`config.mk`:
```
export PLATFORM = sky130hd
export DESIGN_NAME = biou_front
export DESIGN_NICKNAME = d
export VERILOG_FILES = /design/src/sv/box_iou_ratio_defines.svh /design/src/sv/biou_pkg.sv /design/src/sv/biou_front.sv
export SDC_FILE = /design/constraint.sdc
export NUM_CORES = 2
export LEC_CHECK = 0
export BUFFER_PORTS_ARGS = -buffer_cell sky130_fd_sc_hd__buf_2
export CAP_MARGIN = 5
export CORE_ASPECT_RATIO = 2
export CORE_MARGIN = 2
export CORE_UTILIZATION = 55
export CTS_BUF_LIST = sky130_fd_sc_hd__clkbuf_4
export DETAILED_ROUTE_END_ITERATION = 7
export GPL_ROUTABILITY_DRIVEN = 0
export HOLD_SLACK_MARGIN = 0.05
export MAX_ROUTING_LAYER = met4
export PLACE_DENSITY = 0.76
export SYNTH_ARGS = -nofsm -noshare
export SYNTH_HDL_FRONTEND = slang
export SYNTH_SLANG_ARGS = --single-unit
```
`constraint.sdc`:
```
create_clock -name clk -period 5.85 [get_ports clk]
set_input_delay 1.17 -clock clk [delete_from_list [all_inputs] [get_ports clk]]
set_output_delay 1.17 -clock clk [all_outputs]
set_load 0.03 [all_outputs]
```
`src/sv/box_iou_ratio_defines.svh`:
```
// Assertion helpers for the box IoU block.
`ifndef BOX_IOU_RATIO_DEFINES_SVH
`define BOX_IOU_RATIO_DEFINES_SVH

// Same-cycle implication, checked outside reset.
`define BIOU_ASSERT_IMP(lbl, ante, cons) \
    lbl: assert property (@(posedge clk) disable iff (!rst_n) (ante) |-> (cons)) \
        else $error("box_iou_ratio: same-cycle check failed");

// Implication after a fixed number of cycles.
`define BIOU_ASSERT_LAT(lbl, ante, dly, cons) \
    lbl: assert property (@(posedge clk) disable iff (!rst_n) (ante) |-> ##dly (cons)) \
        else $error("box_iou_ratio: latency check failed");

`endif

```
`src/sv/biou_pkg.sv`:
```
package biou_pkg;

    // Field widths
    localparam int COORD_BITS = 16;
    localparam int FRAC_BITS  = 16;

    // Derived datapath widths
    localparam int EXT_W     = COORD_BITS + 1;   // signed edge difference
    localparam int AREA_W    = 2 * EXT_W;        // signed box area
    localparam int OV_W      = 2 * COORD_BITS;   // overlap area
    localparam int SUM_W     = AREA_W + 1;       // area1 + area2
    localparam int UNI_W     = SUM_W + 1;        // sum - overlap
    localparam int DEN_W     = OV_W + 1;         // divisor when dividing
    localparam int RATIO_W   = FRAC_BITS + 1;
    localparam int DIV_CELLS = FRAC_BITS;        // one quotient bit per cell

    localparam logic [RATIO_W-1:0] ONE_FIXED = {1'b1, {FRAC_BITS{1'b0}}};

    typedef struct packed {
        logic [COORD_BITS-1:0] first_left;
        logic [COORD_BITS-1:0] first_top;
        logic [COORD_BITS-1:0] first_right;
        logic [COORD_BITS-1:0] first_bottom;
        logic [COORD_BITS-1:0] second_left;
        logic [COORD_BITS-1:0] second_top;
        logic [COORD_BITS-1:0] second_right;
        logic [COORD_BITS-1:0] second_bottom;
    } box_t;

    typedef struct packed {
        logic [RATIO_W-1:0] ratio;
        logic               no_overlap;
        logic               zero_union;
        logic               clamped;
    } res_t;

    // Word handed from cell to cell in the divider chain
    typedef struct packed {
        res_t                 res;      // fixed result when div_en is low
        logic                 div_en;
        logic [DEN_W-1:0]     rem;
        logic [DEN_W-1:0]     den;
        logic [FRAC_BITS-1:0] quo;
    } div_t;

endpackage

```
`src/sv/biou_front.sv`:
```
module biou_front (
    input  logic             clk,
    input  logic             rst_n,
    input  logic             in_valid,
    input  biou_pkg::box_t   box,
    output logic             out_valid,
    output biou_pkg::div_t   out_data
);

    localparam int EXT_W   = biou_pkg::EXT_W;
    localparam int CB      = biou_pkg::COORD_BITS;
    localparam int AREA_W  = biou_pkg::AREA_W;
    localparam int OV_W    = biou_pkg::OV_W;
    localparam int SUM_W   = biou_pkg::SUM_W;
    localparam int UNI_W   = biou_pkg::UNI_W;
    localparam int DEN_W   = biou_pkg::DEN_W;
    localparam int RATIO_W = biou_pkg::RATIO_W;

    // Stage 1: overlap extents and box extents
    logic                    valid1_reg;
    logic signed [EXT_W-1:0] w1_reg, w1_next, h1_reg, h1_next;
    logic signed [EXT_W-1:0] dx1_reg, dx1_next, dy1_reg, dy1_next;
    logic signed [EXT_W-1:0] dx2_reg, dx2_next, dy2_reg, dy2_next;
    logic [CB-1:0]           min_r, max_l, min_b, max_t;

    always_comb
    begin
        min_r = (box.first_right < box.second_right) ? box.first_right : box.second_right;
        max_l = (box.first_left > box.second_left) ? box.first_left : box.second_left;
        min_b = (box.first_bottom < box.second_bottom) ? box.first_bottom : box.second_bottom;
        max_t = (box.first_top > box.second_top) ? box.first_top : box.second_top;
        w1_next  = $signed({1'b0, min_r}) - $signed({1'b0, max_l});
        h1_next  = $signed({1'b0, min_b}) - $signed({1'b0, max_t});
        dx1_next = $signed({1'b0, box.first_right}) - $signed({1'b0, box.first_left});
        dy1_next = $signed({1'b0, box.first_bottom}) - $signed({1'b0, box.first_top});
        dx2_next = $signed({1'b0, box.second_right}) - $signed({1'b0, box.second_left});
        dy2_next = $signed({1'b0, box.second_bottom}) - $signed({1'b0, box.second_top});
    end

    // Stage 2: the three products
    logic                     valid2_reg;
    logic                     nov2_reg, nov2_next;
    logic [OV_W-1:0]          ov2_reg, ov2_next, ov_prod;
    logic signed [AREA_W-1:0] a1_reg, a1_next, a2_reg, a2_next;

    always_comb
    begin
        nov2_next = w1_reg[EXT_W-1] | h1_reg[EXT_W-1];
        ov_prod   = w1_reg[CB-1:0] * h1_reg[CB-1:0];
        ov2_next  = nov2_next ? '0 : ov_prod;
        a1_next   = dx1_reg * dy1_reg;
        a2_next   = dx2_reg * dy2_reg;
    end

    // Stage 3: area sum
    logic                    valid3_reg;
    logic                    nov3_reg;
    logic [OV_W-1:0]         ov3_reg;
    logic signed [SUM_W-1:0] sum3_reg, sum3_next;

    assign sum3_next = $signed({a1_reg[AREA_W-1], a1_reg})
                     + $signed({a2_reg[AREA_W-1], a2_reg});

    // Stage 4: union, case split, divider setup
    logic signed [UNI_W-1:0] uni, ov_ext;
    logic                    neg_union, uni_zero, ov_gt, ov_lt, ov_nz;
    logic                    valid4_reg;
    biou_pkg::div_t          cell4_reg, cell4_next;

    always_comb
    begin
        ov_ext    = $signed({{(UNI_W-OV_W){1'b0}}, ov3_reg});
        uni       = $signed({sum3_reg[SUM_W-1], sum3_reg}) - ov_ext;
        neg_union = uni[UNI_W-1];
        uni_zero  = (uni == '0);
        ov_gt     = ov_ext > uni;
        ov_lt     = ov_ext < uni;
        ov_nz     = (ov3_reg != '0);

        cell4_next.res.no_overlap = nov3_reg;
        cell4_next.res.zero_union = !nov3_reg && !neg_union && uni_zero;
        cell4_next.res.clamped    = !nov3_reg && ((neg_union && ov_nz) || (!neg_union && ov_gt));
        cell4_next.res.ratio      = (!nov3_reg && !neg_union && !uni_zero && !ov_lt)
                                  ? biou_pkg::ONE_FIXED : {RATIO_W{1'b0}};
        cell4_next.div_en         = !nov3_reg && !neg_union && ov_lt;
        cell4_next.rem            = {1'b0, ov3_reg};
        cell4_next.den            = uni[DEN_W-1:0];
        cell4_next.quo            = '0;
    end

    // Stage valid bits
    always_ff @(posedge clk or negedge rst_n)
    begin
        if (!rst_n)
        begin
            valid1_reg <= 1'b0;
            valid2_reg <= 1'b0;
            valid3_reg <= 1'b0;
            valid4_reg <= 1'b0;
        end
        else
        begin
            valid1_reg <= in_valid;
            valid2_reg <= valid1_reg;
            valid3_reg <= valid2_reg;
            valid4_reg <= valid3_reg;
        end
    end

    // Stage payloads
    always_ff @(posedge clk)
    begin
        w1_reg    <= w1_next;
        h1_reg    <= h1_next;
        dx1_reg   <= dx1_next;
        dy1_reg   <= dy1_next;
        dx2_reg   <= dx2_next;
        dy2_reg   <= dy2_next;
        nov2_reg  <= nov2_next;
        ov2_reg   <= ov2_next;
        a1_reg    <= a1_next;
        a2_reg    <= a2_next;
        nov3_reg  <= nov2_reg;
        ov3_reg   <= ov2_reg;
        sum3_reg  <= sum3_next;
        cell4_reg <= cell4_next;
    end

    assign out_valid = valid4_reg;
    assign out_data  = cell4_reg;

endmodule

```
# Word level (Yosys, flattened, before mapping)
# Cells that the tools add are included.
[totals] ff_bits=361 in_bits=131 output_inout_bits=104 elab_cells=62
[classes] add_sub_neg=8 mul=3 order_cmp=6 muxes=5 n_bitwise=1 reduce_logical=15
[op_table] op="16-bit by 16-bit subtractor with 17-bit output" n=6
[op_table] op="17-bit by 17-bit multiplier with 34-bit output" n=2
[op_table] op="16-bit 2-to-1 mux" n=4
[op_table] op="33-bit by 36-bit greater-than comparator with 1-bit output" n=1
[op_table] op="36-bit logical NOT" n=1
[op_table] op="33-bit by 36-bit < comparator with 1-bit output" n=1
[op_table] op="35-bit by 33-bit subtractor with 36-bit output" n=1
[op_table] op="34-bit by 34-bit adder with 35-bit output" n=1
[op_table] op="16-bit greater-than comparator" n=2
[op_table] op="16-bit < comparator" n=2
[op_table] op="16-bit by 16-bit multiplier with 32-bit output" n=1
[op_table] op="32-bit nonzero test" n=1
[op_table] op="17-bit 2-to-1 mux" n=1
[op_table] op="1-bit logical AND" n=8
[op_table] op="1-bit logical NOT" n=4
[op_table] op="1-bit logical OR" n=1
[op_table] op="1-bit bitwise OR" n=1

# Depth between registers and ports, before layout
[logic_depth] ltp_word=6 mapped_depth=25 depth_no_buf=24

# Least setup slack after synthesis
# OpenSTA, ideal clock, no wires.
[synth_path] kind="flip-flop to flip-flop" startpoint="reg dy2_reg[8]" endpoint="reg a2_reg[32]" setup_time_ns=0.072 arrival_ns=6.087 setup_slack_ns=-0.309 stages_incl_launch_ff=24 n_path_buf=2 synth_period_minus_slack_ns=6.159 path_cell_list="dfxtp_1 -> clkbuf_1 -> clkbuf_1 -> nand2_1 -> fa_1 -> inv_1 -> fa_1 -> fa_1 -> fa_1 -> fa_1 -> inv_1 -> fa_1 -> inv_1 -> ha_1 -> a21o_1 -> a21o_1 -> a21o_1 -> a21oi_1 -> nor3b_1 -> a211oi_1 -> a2111oi_0 -> o21ai_0 -> a21oi_1 -> xnor2_1"
[synth_between] elab_chain_len=1
[synth_rtl] element="start, declared" line_no="biou_front.sv:23" text="logic signed [EXT_W-1:0] dx2_reg, dx2_next, dy2_reg, dy2_next;"
[synth_rtl] element="start signal, assigned" line_no="biou_front.sv:118" text="dy2_reg <= dy2_next;"
[synth_rtl] element="17-bit by 17-bit multiplier with 34-bit output" line_no="biou_front.sv:52" text="a2_next = dx2_reg * dy2_reg;"
[synth_rtl] element="via a2_next[32]" line_no="biou_front.sv:44" text="logic signed [AREA_W-1:0] a1_reg, a1_next, a2_reg, a2_next;"
[synth_rtl] element="end signal, assigned" line_no="biou_front.sv:122" text="a2_reg <= a2_next;"
[synth_rtl] element="end, declared" line_no="biou_front.sv:44"
# The timed path passes the listed nets, and every way through them passes these cells.
# A chain may end at the register's enable or synchronous reset.

# Worst setup path after layout
[layout_path] startpoint="reg dy1_reg[4]" endpoint="reg a1_reg[33]"
[layout_between] elab_chain_len=1
[layout_rtl] element="start, declared" line_no="biou_front.sv:22" text="logic signed [EXT_W-1:0] dx1_reg, dx1_next, dy1_reg, dy1_next;"
[layout_rtl] element="start signal, assigned" line_no="biou_front.sv:116" text="dy1_reg <= dy1_next;"
[layout_rtl] element="17-bit by 17-bit multiplier with 34-bit output" line_no="biou_front.sv:51" text="a1_next = dx1_reg * dy1_reg;"
[layout_rtl] element="via a1_next[33]" line_no="biou_front.sv:44"
[layout_rtl] element="end signal, assigned" line_no="biou_front.sv:121" text="a1_reg <= a1_next;"
[layout_rtl] element="end, declared" line_no="biou_front.sv:44"
# The timed path passes the listed nets, and every way through them passes these cells.

==> results.cfg <==
[synthesis]
ys_types = 80
synth_common_cells = inv_1, fa_1, ha_1
yosysMostFrequentCell = inv_1
synthTopCellsByArea = fa_1, dfxtp_1, ha_1
yosysWarnings = 0
synth-edff-count = 0
netlist_area_um2 = 48000
async_flop_share = 0.0116
yosysTopAreaCellShare = 0.331
yosys.area.top_type = fa_1
synthFlopType = dfxtp_1
syn_avg_cell_area_um2 = 9.23
ys_seq_area_frac = 0.144
ys_ff_latch = 345
synth_cells = 5202

[setup_path]
arrival_ns = 7.00
cp.required_ns = 6.71
startpoint_type = register
cp-end-kind = register
critPathMaxFanout = 2
critPathKind = reg -> reg

[global_route]
grt_pass1_vias = 44000
antenna_found_initial = 19
grt_pass1_wl_mm = 232
grt_max_degree = 28
grt-ovfl-total = 0
track_usage = 0.356

[sta]
fin_ws_ns = -0.290
period_minus_slack_ns = 6.14
slew_violations = 0
relSlewSlack = 0.209
setup_viol = 20
finClkSkew_ns = 0.0880
fmax_ghz = 0.163
rsz0062_at_grt = true
hold_viol = 0
fin_crit_sh = 1.05
worstMarginPinSlew_ns = 1.18

[cells_and_area]
fin_area_um2 = 57000
final_nets = 7343
largest_register_ffs = 70
syn_to_final_growth_pct = 18.6
post-route-util = 0.657
drive_gt1_frac = 0.219

[cts]
cts_tree = built
clkTransAtPathRegs_ns = 0.07
clk_path_buf_depth = 3
insertion_delay_ns = 1.03
cts-root-buf = clkbuf_4
cts_num_sinks = 345
numCtsBuffers = 87
htree_num_levels = 3

[place]
port_buffers = 201
dpl_cell_area_um2 = 53300
hpwl_mm = 121

[route]
drt_iter0_drc = 2625
drt-total-wl_mm = 152
first_pass_iters = 6
routedWlPerCell_um = 21.4
postRouteAntennaNets = 0
viasPerCell = 5.71
vias = 40700
drc = 0

[status]
status = finished with violations
violations = setup timing

[job]
cap_violations = 0

[worst_hold_path]
min_path_type = reg -> reg

[floorplan]
dieArea_um2 = 89800
initial_utilization = 0.554
coreArea_um2 = 86700
fp.dieH_um = 422
ios = 235
dieWidth_um = 213
floorplan.rows = 153
worst max-delay path: stages, from the launching register on:
cell      delay (ns)
dfxtp_4         0.36
buf_6           0.11
and2_4          0.13
fa_1            0.56
inv_2           0.05
fa_1            0.51
fa_2            0.62
inv_2           0.05
fa_1            0.47
fa_1            0.51
inv_2           0.04
fa_1            0.52
inv_2           0.05
ha_4            0.22
buf_6           0.11
o21a_1          0.10
o211ai_1        0.17
o21ai_1         0.12
or3_4           0.35
o211ai_1        0.26
a31oi_1         0.19
a21o_1          0.24
a21oi_2         0.16
xnor2_1         0.10
through the flow:
stage / instances / setup slack, ns / hold WS (ns) / setup TNS (ns)
finish: 7136 / -0.290 / 0.252 / -2.10
global route: 7134 / -0.584 / 0.263 / -7.75
CTS: 7061 / -0.151 / 0.207 / -0.763
detailed placement: 6864 / -0.516 / 0.312 / -10.75
global placement: 6864 / -0.419 / 0.310 / -7.43
floorplan: 5234 / -0.0297 / 0.310 / -0.0297
path summary, 6_finish.rpt:
check                       startpoint           to  slack, ns  depth (start not counted)
setup / recovery            dy1_reg[4]   a1_reg[33]      -0.29                         23
hold / removal             ov2_reg[12]  ov3_reg[12]       0.25                          0
setup reg to reg            dy1_reg[4]   a1_reg[33]      -0.29                         23
hold reg to reg            ov2_reg[12]  ov3_reg[12]       0.25                          0
max in group asynchronous        rst_n   valid2_reg       5.19                          2
min in group asynchronous        rst_n    out_valid       0.55                          2
logic make-up after synthesis:
| kind of cell | synth area share |
|---|---|
| DFF | 0.144 |
| AOI/OAI and AO/OA | 0.0868 |
| buffers and inverters | 0.0952 |
| muxes | 0.0164 |
| and+or+nand+nor | 0.149 |
| xor gates and xnor gates | 0.0394 |
| adders and majority gates | 0.469 |
| other | 0.0000781 |
layout by cell type (no fill, tap or decap), types with 22 or more instances in the layout:
cell type  synthesis  routed
nor3_1            56      54
dfxtp_2            0      24
dfxtp_1          341     263
a21oi_2            0      25
and2_1           432     392
mux2_2            23      23
fa_2               0      55
a21o_1           104     104
nand2_1          498     475
xor2_1            57      57
nor2_1           188     173
buf_6              1      58
o21ai_0          113      87
clkinv_1           1      29
mux2i_1           45      45
xnor2_1          159     153
fa_1             794     739
inv_1           1020     957
inv_2              0      63
ha_1             530     489
dfxtp_4            0      54
buf_2              3     202
and2_4             0      40
o21bai_1          22      22
nand2b_1          40      40
nand4_1           27      27
nand3_1           43      38
nor2b_1           41      39
buf_4             34     440
o21a_1            42      42
a21oi_1          178     151
ha_4               0      33
conb_1             1      33
o21ai_1           11      25
clkbuf_4           0     111
per-layer routing:
layer  part of all wire  up-vias  global-route usage
met4               0.12        0               0.335
met1               0.30    19900               0.325
met5                  0        -                   -
li1                   -    17800                   -
met2               0.50     2007               0.595
met3              0.078     1043              0.0870
layout make-up:
type                            count  area, um^2
Antenna cell                       18        45.0
Fill cell                        6662       29800
Multi-Input combinational cell   3709       38000
Clock inverter                     46         264
Timing Repair Buffer              724        5410
Clock buffer                      111         833
Sequential cell                   345        7160
Inverter                         1021        3830
Tap cell                         1162        1450
what timing repair did:
item,4_1_cts,5_1_grt
setup buffers,44,60
hold buffers,1,0
pin swaps,132,208
resized for setup,280,294
hold endpoints to repair,4,0
endpoints found under the setup margin,43,45
Power is left out: the tool's default activity adds up to more than one toggle a clock period on the data nets, which glitch-free logic cannot reach.
